**src/rtl/wpsp_pkg.sv**
```systemverilog
// ----------------------------------------------------------------------------
// WAV PCM stream parser package
// Shared types, codes and constants for the parser controller and datapath.
// ----------------------------------------------------------------------------
package wpsp_pkg;

  localparam logic [31:0] MAGIC_RIFF = 32'h4646_4952;
  localparam logic [31:0] MAGIC_WAVE = 32'h4556_4157;
  localparam logic [31:0] MAGIC_FMT  = 32'h2074_6d66;
  localparam logic [31:0] MAGIC_DATA = 32'h6174_6164;
  localparam logic [31:0] FMT_LEN    = 32'd16;
  localparam logic [15:0] WIDTH_8    = 16'd8;
  localparam logic [15:0] WIDTH_16   = 16'd16;
  localparam int          LEN_W      = 32;
  localparam int          ALIGN_W    = 16;
  localparam int          OUT_DATA_W = 88;

  typedef enum logic [3:0] {
    PH_RIFF = 4'd0, PH_SIZE = 4'd1, PH_WAVE = 4'd2, PH_TAG = 4'd3, PH_LEN = 4'd4,
    PH_FMT  = 4'd5, PH_SKIP = 4'd6, PH_DATA = 4'd7, PH_DONE = 4'd8
  } phase_t;

  typedef enum logic [1:0] {
    KIND_SAMPLE = 2'd0, KIND_FORMAT = 2'd1, KIND_FINISH = 2'd2, KIND_ERROR = 2'd3
  } kind_t;

  typedef enum logic [3:0] {
    ERR_NONE = 4'd0, ERR_RIFF = 4'd1, ERR_WAVE = 4'd2, ERR_TRUNC = 4'd3,
    ERR_FMT2 = 4'd4, ERR_NOT_PCM = 4'd5, ERR_NO_FMT_DATA = 4'd6,
    ERR_ALIGN = 4'd7, ERR_WIDTH = 4'd8, ERR_NO_FMT = 4'd9
  } err_t;

  // Parser state plus the result slots one byte fills.
  typedef struct packed {
    phase_t      phase;
    logic [31:0] fbl;
    logic [31:0] rbl;
    logic [31:0] tag;
    logic [31:0] aw;
    logic        fseen;
    logic        pend;
    logic [15:0] ch;
    logic [31:0] rate;
    logic [15:0] ba;
    logic [15:0] wid;
    logic [7:0]  low;
    logic [3:0]  err;
    logic [3:0]  sub;
    logic [1:0]  n;
    kind_t       k0;
    kind_t       k1;
    logic [15:0] s0;
    logic [15:0] s1;
    err_t        e0;
    err_t        e1;
  } wk_t;

  typedef struct packed {
    logic load;      // capture the incoming byte
    logic div_start; // launch the remainder check
    logic step;      // apply the byte to the parser state
    logic emit_next; // advance to the next result slot
    logic emit_done; // last result taken
  } cmd_t;

  typedef struct packed {
    logic       need_mod;
    logic       div_done;
    logic [1:0] n;
    logic       slot;
  } sts_t;

endpackage

```
**src/rtl/wav_pcm_stream_parser_unit.sv**
```systemverilog
// ----------------------------------------------------------------------------
// WAV PCM stream parser
// Parses a little-endian RIFF/WAVE byte stream and emits format, samples,
// finish and error transfers.
// ----------------------------------------------------------------------------
// One byte is taken per transfer on the slave side. Each byte passes through
// capture, check, update and first result, then one further output step per
// result it causes beyond the first, and at most two results come from one byte.
// The length word of a data chunk header also passes through a bit-serial
// remainder unit against the block align before its update.
// Results are presented on the master side with the held fmt fields; tlast
// marks the final result caused by a byte. After an end-of-stream byte the
// parser restarts for a new file; after an error or a finish, bytes until
// end of stream are dropped without result.
module wav_pcm_stream_parser_unit
  import wpsp_pkg::*;
(
  input  logic                  clk,
  input  logic                  rst,
  input  logic                  s_tvalid,
  output logic                  s_tready,
  input  logic [7:0]            s_tdata,  // [7:0] data_byte
  input  logic                  s_tlast,  // end_of_stream
  output logic                  m_tvalid,
  input  logic                  m_tready,
  // [15:0] sample_value, [31:16] channel_count, [63:32] sample_rate,
  // [79:64] bits_per_sample, [83:80] error_code, [87:84] zero
  output logic [OUT_DATA_W-1:0] m_tdata,
  output logic [1:0]            m_tuser,  // [1:0] kind
  output logic                  m_tlast   // last_result
);

  cmd_t cmd;
  sts_t sts;

  // sequence each byte through load, check, update and output
  wpsp_ctrl u_ctrl (
    .clk      (clk),
    .rst      (rst),
    .s_tvalid (s_tvalid),
    .s_tready (s_tready),
    .m_tvalid (m_tvalid),
    .m_tready (m_tready),
    .sts      (sts),
    .cmd      (cmd)
  );

  // parse state, held format fields and the two result slots
  wpsp_dpath u_dpath (
    .clk      (clk),
    .rst      (rst),
    .cmd      (cmd),
    .sts      (sts),
    .in_byte  (s_tdata),
    .in_eos   (s_tlast),
    .out_data (m_tdata),
    .out_kind (m_tuser),
    .out_last (m_tlast)
  );

endmodule

```
**src/rtl/wpsp_rem.sv**
```systemverilog
// ----------------------------------------------------------------------------
// Remainder unit
// Restoring remainder of a 32-bit length by a 16-bit block align, one bit per
// cycle; flags a zero remainder.
// ----------------------------------------------------------------------------
module wpsp_rem
  import wpsp_pkg::*;
(
  input  logic               clk,
  input  logic               rst,
  input  logic               start,
  input  logic [LEN_W-1:0]   dividend,
  input  logic [ALIGN_W-1:0] divisor,
  output logic               done,
  output logic               rem_zero
);

  logic [LEN_W-1:0]   shreg;
  logic [ALIGN_W:0]   rem;
  logic [5:0]         cnt;
  logic               busy;
  logic [ALIGN_W:0]   trial;

  always_comb begin
    trial = {rem[ALIGN_W-1:0], shreg[LEN_W-1]};
  end

  assign rem_zero = (rem == '0);

  always_ff @(posedge clk) begin
    if (rst) begin
      busy <= 1'b0;
      done <= 1'b0;
      cnt  <= '0;
    end else begin
      done <= 1'b0;
      if (start) begin
        busy  <= 1'b1;
        cnt   <= 6'(LEN_W);
        shreg <= dividend;
        rem   <= '0;
      end else if (busy) begin
        // shift in one dividend bit, subtract when it fits
        if (trial >= {1'b0, divisor}) rem <= trial - {1'b0, divisor};
        else rem <= trial;
        shreg <= {shreg[LEN_W-2:0], 1'b0};
        cnt   <= cnt - 6'd1;
        if (cnt == 6'd1) begin
          busy <= 1'b0;
          done <= 1'b1;
        end
      end
    end
  end

endmodule

```
**src/rtl/wpsp_ctrl.sv**
```systemverilog
// ----------------------------------------------------------------------------
// Parser controller
// Sequences load, optional remainder check, state update and result output.
// ----------------------------------------------------------------------------
module wpsp_ctrl
  import wpsp_pkg::*;
(
  input  logic clk,
  input  logic rst,
  input  logic s_tvalid,
  output logic s_tready,
  output logic m_tvalid,
  input  logic m_tready,
  input  sts_t sts,
  output cmd_t cmd
);

  typedef enum logic [2:0] {
    ST_IDLE, ST_CHECK, ST_DIV, ST_STEP, ST_EMIT
  } state_t;

  state_t state;

  assign s_tready = (state == ST_IDLE);
  // present a result only when the byte caused one
  assign m_tvalid = (state == ST_EMIT) && (sts.n != 2'd0);

  always_comb begin
    cmd = '0;
    cmd.load      = (state == ST_IDLE) && s_tvalid;
    cmd.div_start = (state == ST_CHECK) && sts.need_mod;
    cmd.step      = (state == ST_STEP);
    cmd.emit_next = m_tvalid && m_tready;
    cmd.emit_done = cmd.emit_next && ({1'b0, sts.slot} == sts.n - 2'd1);
  end

  always_ff @(posedge clk) begin
    if (rst) begin
      state <= ST_IDLE;
    end else begin
      unique case (state)
        ST_IDLE:  if (s_tvalid) state <= ST_CHECK;
        ST_CHECK: state <= sts.need_mod ? ST_DIV : ST_STEP;
        ST_DIV:   if (sts.div_done) state <= ST_STEP;
        ST_STEP:  state <= ST_EMIT;
        ST_EMIT: begin
          if (sts.n == 2'd0 || cmd.emit_done) state <= ST_IDLE;
        end
        default:  state <= ST_IDLE;
      endcase
    end
  end

endmodule

```
**src/rtl/wpsp_dpath.sv**
```systemverilog
// ----------------------------------------------------------------------------
// Parser datapath
// Holds the parse state and result slots and applies one byte per step.
// ----------------------------------------------------------------------------
module wpsp_dpath
  import wpsp_pkg::*;
(
  input  logic                  clk,
  input  logic                  rst,
  input  cmd_t                  cmd,
  output sts_t                  sts,
  input  logic [7:0]            in_byte,
  input  logic                  in_eos,
  output logic [OUT_DATA_W-1:0] out_data,
  output logic [1:0]            out_kind,
  output logic                  out_last
);

  function automatic wk_t put(wk_t w, kind_t k, logic [15:0] smp, err_t e);
    wk_t r;
    r = w;
    if (w.n == 2'd0) begin
      r.k0 = k; r.s0 = smp; r.e0 = e; r.n = 2'd1;
    end else if (w.n == 2'd1) begin
      r.k1 = k; r.s1 = smp; r.e1 = e; r.n = 2'd2;
    end
    return r;
  endfunction

  function automatic wk_t fail(wk_t w, err_t e);
    wk_t r;
    r = w;
    r.err = e;
    r = put(r, KIND_ERROR, 16'd0, e);
    r.phase = PH_DONE;
    return r;
  endfunction

  function automatic wk_t boundary(wk_t w);
    wk_t r;
    r = w;
    if (w.rbl == '0) begin
      if (w.fseen) begin
        r = put(r, KIND_FINISH, 16'd0, ERR_NONE);
        r.phase = PH_DONE;
      end else begin
        r = fail(r, ERR_NO_FMT);
      end
    end else begin
      r.phase = PH_TAG;
      r.sub = '0;
    end
    return r;
  endfunction

  function automatic wk_t step(wk_t s, logic [7:0] b, logic eos, logic mod_zero);
    wk_t w;
    w = s;
    w.n = 2'd0;
    if (w.phase != PH_DONE) begin
      w.aw = {b, s.aw[31:8]};
      if (w.phase >= PH_WAVE && w.rbl != '0) w.rbl = w.rbl - 32'd1;
      unique case (w.phase)
        PH_RIFF: begin
          w.sub = w.sub + 4'd1;
          if (w.sub == 4'd4) begin
            w.sub = '0;
            if (w.aw != MAGIC_RIFF) w = fail(w, ERR_RIFF);
            else w.phase = PH_SIZE;
          end
        end
        PH_SIZE: begin
          w.sub = w.sub + 4'd1;
          if (w.sub == 4'd4) begin
            w.sub = '0;
            w.rbl = w.aw;
            w.phase = PH_WAVE;
          end
        end
        PH_WAVE: begin
          w.sub = w.sub + 4'd1;
          if (w.sub == 4'd4) begin
            w.sub = '0;
            if (w.aw != MAGIC_WAVE) w = fail(w, ERR_WAVE);
            else w = boundary(w);
          end
        end
        PH_TAG: begin
          w.sub = w.sub + 4'd1;
          if (w.sub == 4'd4) begin
            w.sub = '0;
            w.tag = w.aw;
            w.phase = PH_LEN;
          end
        end
        PH_LEN: begin
          w.sub = w.sub + 4'd1;
          if (w.sub == 4'd4) begin
            w.sub = '0;
            w.fbl = w.aw;
            if (w.tag == MAGIC_FMT) begin
              if (w.aw < FMT_LEN) w = fail(w, ERR_TRUNC);
              else if (w.fseen) w = fail(w, ERR_FMT2);
              else w.phase = PH_FMT;
            end else if (w.tag == MAGIC_DATA) begin
              if (!w.fseen) w = fail(w, ERR_NO_FMT_DATA);
              else if (w.ba == '0 || !mod_zero) w = fail(w, ERR_ALIGN);
              else if (w.wid != WIDTH_8 && w.wid != WIDTH_16) w = fail(w, ERR_WIDTH);
              else if (w.aw == '0) w = boundary(w);
              else begin
                w.phase = PH_DATA;
                w.pend = 1'b0;
              end
            end else begin
              if (w.aw == '0) w = boundary(w);
              else w.phase = PH_SKIP;
            end
          end
        end
        PH_FMT: begin
          w.fbl = w.fbl - 32'd1;
          unique case (w.sub)
            4'd1: begin
              if (w.aw[31:16] != 16'd1) w = fail(w, ERR_NOT_PCM);
              else w.sub = w.sub + 4'd1;
            end
            4'd3: begin
              w.ch = w.aw[31:16];
              w.sub = w.sub + 4'd1;
            end
            4'd7: begin
              w.rate = w.aw;
              w.sub = w.sub + 4'd1;
            end
            4'd13: begin
              w.ba = w.aw[31:16];
              w.sub = w.sub + 4'd1;
            end
            4'd15: begin
              w.wid = w.aw[31:16];
              w.fseen = 1'b1;
              w = put(w, KIND_FORMAT, 16'd0, ERR_NONE);
              if (w.fbl == '0) w = boundary(w);
              else w.phase = PH_SKIP;
            end
            default: w.sub = w.sub + 4'd1;
          endcase
        end
        PH_SKIP: begin
          w.fbl = w.fbl - 32'd1;
          if (w.fbl == '0) w = boundary(w);
        end
        PH_DATA: begin
          w.fbl = w.fbl - 32'd1;
          if (w.wid == WIDTH_8) begin
            w = put(w, KIND_SAMPLE, {8'd0, b}, ERR_NONE);
          end else if (!w.pend) begin
            w.low = b;
            w.pend = 1'b1;
          end else begin
            w = put(w, KIND_SAMPLE, {b, w.low}, ERR_NONE);
            w.pend = 1'b0;
          end
          if (w.fbl == '0) w = boundary(w);
        end
        default: w.phase = PH_DONE;
      endcase
    end
    if (eos && w.phase != PH_DONE) w = fail(w, ERR_TRUNC);
    return w;
  endfunction

  wk_t         st;
  wk_t         st_next;
  wk_t         st_restart;
  logic [7:0]  byte_q;
  logic        eos_q;
  logic [15:0] ch_snap;
  logic [31:0] rate_snap;
  logic [15:0] wid_snap;
  logic        slot;
  logic        div_done;
  logic        rem_zero;
  kind_t       cur_kind;
  logic [15:0] cur_smp;
  err_t        cur_err;

  wpsp_rem u_rem (
    .clk      (clk),
    .rst      (rst),
    .start    (cmd.div_start),
    .dividend ({byte_q, st.aw[31:8]}),
    .divisor  (st.ba),
    .done     (div_done),
    .rem_zero (rem_zero)
  );

  assign st_next = step(st, byte_q, eos_q, rem_zero);

  // clean parse state that still carries the results of the final byte
  always_comb begin
    st_restart    = '0;
    st_restart.n  = st_next.n;
    st_restart.k0 = st_next.k0;
    st_restart.k1 = st_next.k1;
    st_restart.s0 = st_next.s0;
    st_restart.s1 = st_next.s1;
    st_restart.e0 = st_next.e0;
    st_restart.e1 = st_next.e1;
  end

  always_ff @(posedge clk) begin
    if (rst) begin
      st   <= '0;
      slot <= 1'b0;
    end else begin
      if (cmd.step) begin
        // snapshot held format fields before an end-of-stream restart
        ch_snap   <= st_next.ch;
        rate_snap <= st_next.rate;
        wid_snap  <= st_next.wid;
        slot      <= 1'b0;
        st        <= eos_q ? st_restart : st_next;
      end else if (cmd.emit_next) begin
        slot <= ~slot;
      end
    end
  end

  always_ff @(posedge clk) begin
    if (cmd.load) begin
      byte_q <= in_byte;
      eos_q  <= in_eos;
    end
  end

  always_comb begin
    cur_kind = slot ? st.k1 : st.k0;
    cur_smp  = slot ? st.s1 : st.s0;
    cur_err  = slot ? st.e1 : st.e0;
  end

  assign out_kind = cur_kind;
  assign out_last = ({1'b0, slot} == st.n - 2'd1);
  assign out_data = {4'd0, cur_err, wid_snap, rate_snap, ch_snap, cur_smp};

  always_comb begin
    sts.need_mod = (st.phase == PH_LEN) && (st.sub == 4'd3) && (st.tag == MAGIC_DATA);
    sts.div_done = div_done;
    sts.n        = st.n;
    sts.slot     = slot;
  end

endmodule
```
**config.mk**
```make
export PLATFORM = sky130hd
export DESIGN_NAME = wav_pcm_stream_parser_unit
export DESIGN_NICKNAME = d
export VERILOG_FILES = /design/src/rtl/wpsp_pkg.sv /design/src/rtl/wav_pcm_stream_parser_unit.sv /design/src/rtl/wpsp_rem.sv /design/src/rtl/wpsp_ctrl.sv /design/src/rtl/wpsp_dpath.sv
export SDC_FILE = /design/constraint.sdc
export NUM_CORES = 1
export LEC_CHECK = 0
export BUFFER_PORTS_ARGS = -buffer_cell sky130_fd_sc_hd__buf_2
export CAP_MARGIN = 20
export CORE_MARGIN = 1
export CORE_UTILIZATION = 40
export DETAILED_ROUTE_END_ITERATION = 12
export PLACE_DENSITY = 0.61
export SLEW_MARGIN = 20
export SYNTH_ARGS = -nofsm -noshare
export SYNTH_HDL_FRONTEND = slang
export SYNTH_HIERARCHICAL = 1
export SYNTH_SLANG_ARGS = --single-unit
```
**constraint.sdc**
```tcl
create_clock -name clk -period 5.75 [get_ports clk]
set_clock_uncertainty 0.15 [all_clocks]
set_input_delay 0.575 -clock clk [delete_from_list [all_inputs] [get_ports clk]]
set_output_delay 0.575 -clock clk [all_outputs]
set_load 0.1 [all_outputs]
```
# [Word level (Yosys, flattened, before mapping)]
# Cells that the tools add are included.
[op_classes] magnitude_cmp=3 muxes=138 eq_ne=52 n_reduce_logical=39 n_addsub=6 n_bitwise=3
[op_table] op="two-way mux 276 bit" count=17
[op_table] op="two-way mux 144 bit" count=6
[op_table] op="case mux 126 bit (6 select lines)" count=1
[op_table] op="case mux 32 bit (7 select lines)" count=2
[op_table] op="two-way mux 94 bit" count=4
[op_table] op="case mux 46 bit (6 select lines)" count=1
[op_table] op="case mux 134 bit (2 select lines)" count=1
[op_table] op="two-way mux 46 bit" count=5
[op_table] op="two-way mux 226 bit" count=1
[op_table] op="two-way mux 32 bit" count=6
[op_table] op="case mux 32 bit (6 select lines)" count=1
[op_table] op="two-way mux 45 bit" count=4
[op_table] op="logical NOT 32 bit" count=5
[op_table] op="two-way mux 16 bit" count=9
[op_table] op="two-way mux 143 bit" count=1
[op_table] op="two-way mux 4 bit" count=34
[op_table] op="case mux 16 bit (3 select lines)" count=2
[op_table] op="case mux 32 bit (3 select lines)" count=1
[op_table] op="case mux 46 bit (2 select lines)" count=1
[op_table] op="inequality test 32 x 31 -> 1 bit (second input constant)" count=2
[op_table] op="subtractor 32 x 1 -> 32 bit (second input constant)" count=2
[op_table] op="case mux 28 bit (2 select lines)" count=1
[op_table] op="two-way mux 54 bit" count=1
[op_table] op="two-way mux 50 bit" count=1
[op_table] op="other kinds (62)" count=132
[totals] ff_bits=410 inputBits=13

# [Logic depth before layout (Yosys ltp)]
[logic_depth] word_depth=20 ltp_mapped=22 ltp_nobuf=19

# [Modules after synthesis]
# Netlist, hierarchy kept.
[modules_own_cells] module="wpsp_dpath" area_each_um2=17205.3 cells_per_inst=2075 n_inst=1
[modules_own_cells] module="wpsp_rem" area_each_um2=3355.7 cells_per_inst=296 n_inst=1
[modules_own_cells] module="wpsp_ctrl" area_each_um2=270.3 cells_per_inst=30 n_inst=1

# [Least setup slack after synthesis]
# No wires, ideal clock.
[synth_timing] path_kind="register to register" start="reg u_dpath/st[46] (netlist bit)" end="reg u_dpath.u_rem.rem[0] (enable)" path_stages_with_launch=13 synth_period_minus_slack_ps=5475 n_path_buf=4 required_time_ps=5143 path_slack_ps=275 arrival_time_ps=4868 path_cell_list="dfxtp_1 -> ha_1 -> nor2b_1 -> nor2b_1 -> clkbuf_1 -> clkbuf_1 -> nand2_1 -> nor2_1 -> nor4bb_1 -> clkbuf_1 -> buf_1 -> nor2_1 -> nor2_1"
[synth_lines] element="start, declared" line_no="wpsp_dpath.sv:173" text="wk_t st;"
[synth_lines] element="start signal, assigned" line_no="wpsp_dpath.sv:223" text="st <= eos_q ? st_restart : st_next;"
[synth_lines] element="end signal, assigned" line_no="wpsp_rem.sv:44" text="if (trial >= {1'b0, divisor}) rem <= trial - {1'b0, divisor};"
[synth_lines] element="end signal, assigned" line_no="wpsp_rem.sv:45" text="else rem <= trial;"
[synth_lines] element="end, declared" line_no="wpsp_rem.sv:19" text="logic [ALIGN_W:0] rem;"

# [Final worst setup path]
[layout_timing] start="reg u_dpath/st[215] (netlist bit)" end="reg u_dpath/st[17] (netlist bit)"
[layout_between] elab_chain_len=20 elab_cells_between_ends=49 classes_between="add/sub: 1; eq/ne: 2; mux: 40; reduce/logical: 6"
[layout_lines] element="parallel branches: the longest is 2 deep, another holds subtractor 32 x 1 -> 32 bit"
[layout_lines] element="two-way mux 32 bit (*)" line_no="wpsp_dpath.sv:62" text="if (w.phase >= PH_WAVE && w.rbl != '0) w.rbl = w.rbl - 32'd1;"
[layout_lines] element="two-way mux 32 bit (*)" line_no="wpsp_dpath.sv:60" text="if (w.phase != PH_DONE) begin"
[layout_lines] element="logical NOT 32 bit" line_no="wpsp_dpath.sv:42" text="if (w.rbl == '0) begin"
[layout_lines] element="two-way mux 45 bit" line_no="wpsp_dpath.sv:42"
[layout_lines] element="two-way mux 45 bit" line_no="wpsp_dpath.sv:109" text="else if (w.aw == '0) w = boundary(w);"
[layout_lines] element="two-way mux 276 bit" line_no="wpsp_dpath.sv:108" text="else if (w.wid != WIDTH_8 && w.wid != WIDTH_16) w = fail(w, ERR_WIDTH);"
[layout_lines] element="two-way mux 276 bit" line_no="wpsp_dpath.sv:107" text="else if (w.ba == '0 || !mod_zero) w = fail(w, ERR_ALIGN);"
[layout_lines] element="(+3 left out)"
[layout_lines] element="two-way mux 276 bit" line_no="wpsp_dpath.sv:98" text="if (w.sub == 4'd4) begin"
[layout_lines] element="case mux 46 bit (6 select lines)" line_no="wpsp_dpath.sv:63" text="unique case (w.phase)"
[layout_lines] element="two-way mux 276 bit (*)" line_no="wpsp_dpath.sv:60"
[layout_lines] element="== test 2 x 1 -> 1 bit" line_no="wpsp_dpath.sv:24" text="end else if (w.n == 2'd1) begin"
[layout_lines] element="two-way mux 16 bit" line_no="wpsp_dpath.sv:24"
[layout_lines] element="two-way mux 16 bit" line_no="wpsp_dpath.sv:22" text="if (w.n == 2'd0) begin"
[layout_lines] element="two-way mux 276 bit (*)" line_no="wpsp_dpath.sv:169" text="if (eos && w.phase != PH_DONE) w = fail(w, ERR_TRUNC);"
[layout_lines] element="two-way mux 276 bit (*)" line_no="wpsp_dpath.sv:223"
# Mark *: on every way between the ends. The select of a mux whose other input is x is not followed.
# A chain may end at the register's enable or synchronous reset.

==> summary.txt <==
Run status
  – Status: completed

Clock network
  – H-tree depth: 2
  – Clk buf depth: 3
  – Clock Sinks: 398
  – CTS tree: done
  – Inserted Clock Buffers: 45
  – Worst-path clk slew: ~60 ps
  – CTS root buf: clkbuf_16
  – Clock Latency Late Sink: 590 ps

Detailed routing
  – DRC: 0
  – First drt pass iteration count: 7
  – Detailed Route Iter0 Violations: roughly 1800
  – Post-DRT Antenna Nets: 0
  – Final WL: slightly below 70000 um
  – WL/cell: 21.9 um
  – Routed vias: 18917
  – Vias per cell: 5.99

Critical path
  – Arrival @ worst endpoint: 5770 ps
  – Critical Path End Type: flop
  – Worst Setup Start Kind: flop
  – CP Max Fanout: 17
  – CP Data Required Time: around 6100 ps
  – Crit Path Category: reg2reg

GRT
  – Initial antenna violation count: 1
  – First-pass GRT wire length: 107000 um
  – Pin count of the biggest net entering global routing: 82
  – GRT Util Overall: around a quarter
  – Gr ovfl total: 0
  – Vias in the first global route: 17892

Yosys
  – Syn Inst Count: 2400
  – Yosys warns: 6
  – Avg Cell Area, Syn: 8.68 um2
  – Cell area after synthesis: approximately 21000 um2

STA
  – Worst-margin pin slew: around 1100 ps
  – Fmax achieved: 183 MHz
  – Final Cycle Share: 94.9%
  – Fin Hold WS: 26.9 ps
  – RSZ-0062 raised after global routing: no
  – Fin. max-slew vios: 0
  – Final hold viol count: 0
  – Setup TNS: 0 ps
  – Final setup viols: 0
  – Fin crit period: 5460 ps
  – Max-slew headroom: 24.6%

Power
  – Pwr/cell area: roughly 300 nW/um2
  – Max VDD drop: 0.211 mV
  – LEAKAGE: 0.00833 uW

Final layout
  – Area Overhead vs Synth: 13.6%
  – Share of cells above drive strength 1: 14.7%
  – Final #Nets: 2481
  – Fillers: 4954
  – Diode count: 0
  – Post-route cell area: about 24000 um2

Place
  – IO Port Bufs: 101
  – Placement Cell Area: between 20000 and 25000 um2
  – Gpl congestion: 0.960
  – HPWL Detailed: 46500 um

Floorplanning
  – Core ar.: 51400 um2
  – Die X: between 200 and 250 um
  – DIE HEIGHT: 230 um
  – Die ar.: 53000 um2
  – Row count: 83
  – Starting Density: between 40 and 50%
  – Ports: between 100 and 150

Min path
  – Worst min path class: in2reg

Run
  – Max Cap Viol: 0
power breakdown:
group	internal, uW	switching (uW)
Clock	1880	1240
Sequential	2950	56.6
Combinational	226	786
final cells by class:
cell class	instances	area [um2]	share of cell area, %
sequential	398	9190	38.8
clock buffer	56	1260	5.33
timing repair buffer	175	1060	4.49
inverter	52	195	0.825
multi-input combinational	1767	10700	45.4
tap	680	851	3.60
clock inverter	28	355	1.50
sequential cells by signal, indices dropped and copies added, names as in the netlist, 3 cells and up:
signal               count
u_dpath/st             262
u_dpath/rate_snap       32
u_dpath/u_rem/shreg     32
u_dpath/u_rem/rem       17
u_dpath/ch_snap         16
u_dpath/wid_snap        16
u_dpath/byte_q           8
u_dpath/u_rem/cnt        6
u_ctrl/state             3
metal layers:
metal	wire length, um	GRT usage (%)	share of wire (%)	vias up
met3	4610	4.15	6.7	140
met1	31200	35.8	45	9249
met5	13	0	0.019	-
li1	-	-	-	8872
met2	31100	40.1	45	654
met4	2210	8.49	3.2	2
stage by stage:
step | cells | power [uW] | worst slack, ps | utilization [%]
5_1_grt | 3156 | 7360 | 13.3 | 46.0
3_3_place_gp | 3069 | 4060 | 262 | 42.8
3_5_place_dp | 3070 | 4070 | 151 | 42.8
6_report | 3156 | 7130 | 293 | 46.0
4_1_cts | 3154 | 7180 | 116 | 45.9
2_1_floorplan | 2403 | 3770 | 275 | -
worst max-delay path, stage by stage, from the launching register on:
cell	delay (ps)
dfxtp_1	370
or4_4	600
or3_4	500
a2111oi_2	540
xnor2_1	190
nand4_1	110
or4_4	580
or3_1	430
inv_2	120
ha_1	140
mux2i_1	60
o211ai_1	290
inv_1	110
ha_1	290
o32ai_2	390
a21oi_2	240
and2_1	230
what timing repair did:
item,in CTS,in global routing
buffers inserted,0,2
setup endpoints to repair,0,38
hold buffers,0,0
gates resized for setup,0,4
path summary, 6_finish.rpt:
check,endpoint,start,slack [ps],cells after the start
min reg2reg,u_dpath/st[194]$_SDFFE_PP0P_,u_dpath/st[194]$_SDFFE_PP0P_,300,2
max reg2reg,u_dpath/st[17]$_SDFFE_PP0P_,u_dpath/st[215]$_SDFFE_PP0P_,290,16
max,u_dpath/st[17]$_SDFFE_PP0P_,u_dpath/st[215]$_SDFFE_PP0P_,290,16
min,u_dpath/byte_q[2]$_DFFE_PP_,s_tdata[2],30,1
cells in the final DEF (no fill, tap or decap), drive strengths merged, types with 11 or more instances in the layout:
master	count
nand2	327
dfxtp	276
nor2	207
o21ai	189
buf	175
a21oi	163
edfxtp	122
nand3	94
a22o	91
nor3	72
inv	56
clkbuf	56
mux2	50
nor4	46
a22oi	40
and2	30
xnor2	28
ha	28
mux2i	27
nand4	27
xor2	25
or3	23
and3	23
a31oi	22
a211oi	20
or4	20
o211ai	17
clkinv	14
nand2b	13
o31ai	12
a32oi	11
No activity file was read; power rests on OpenSTA's default activity.
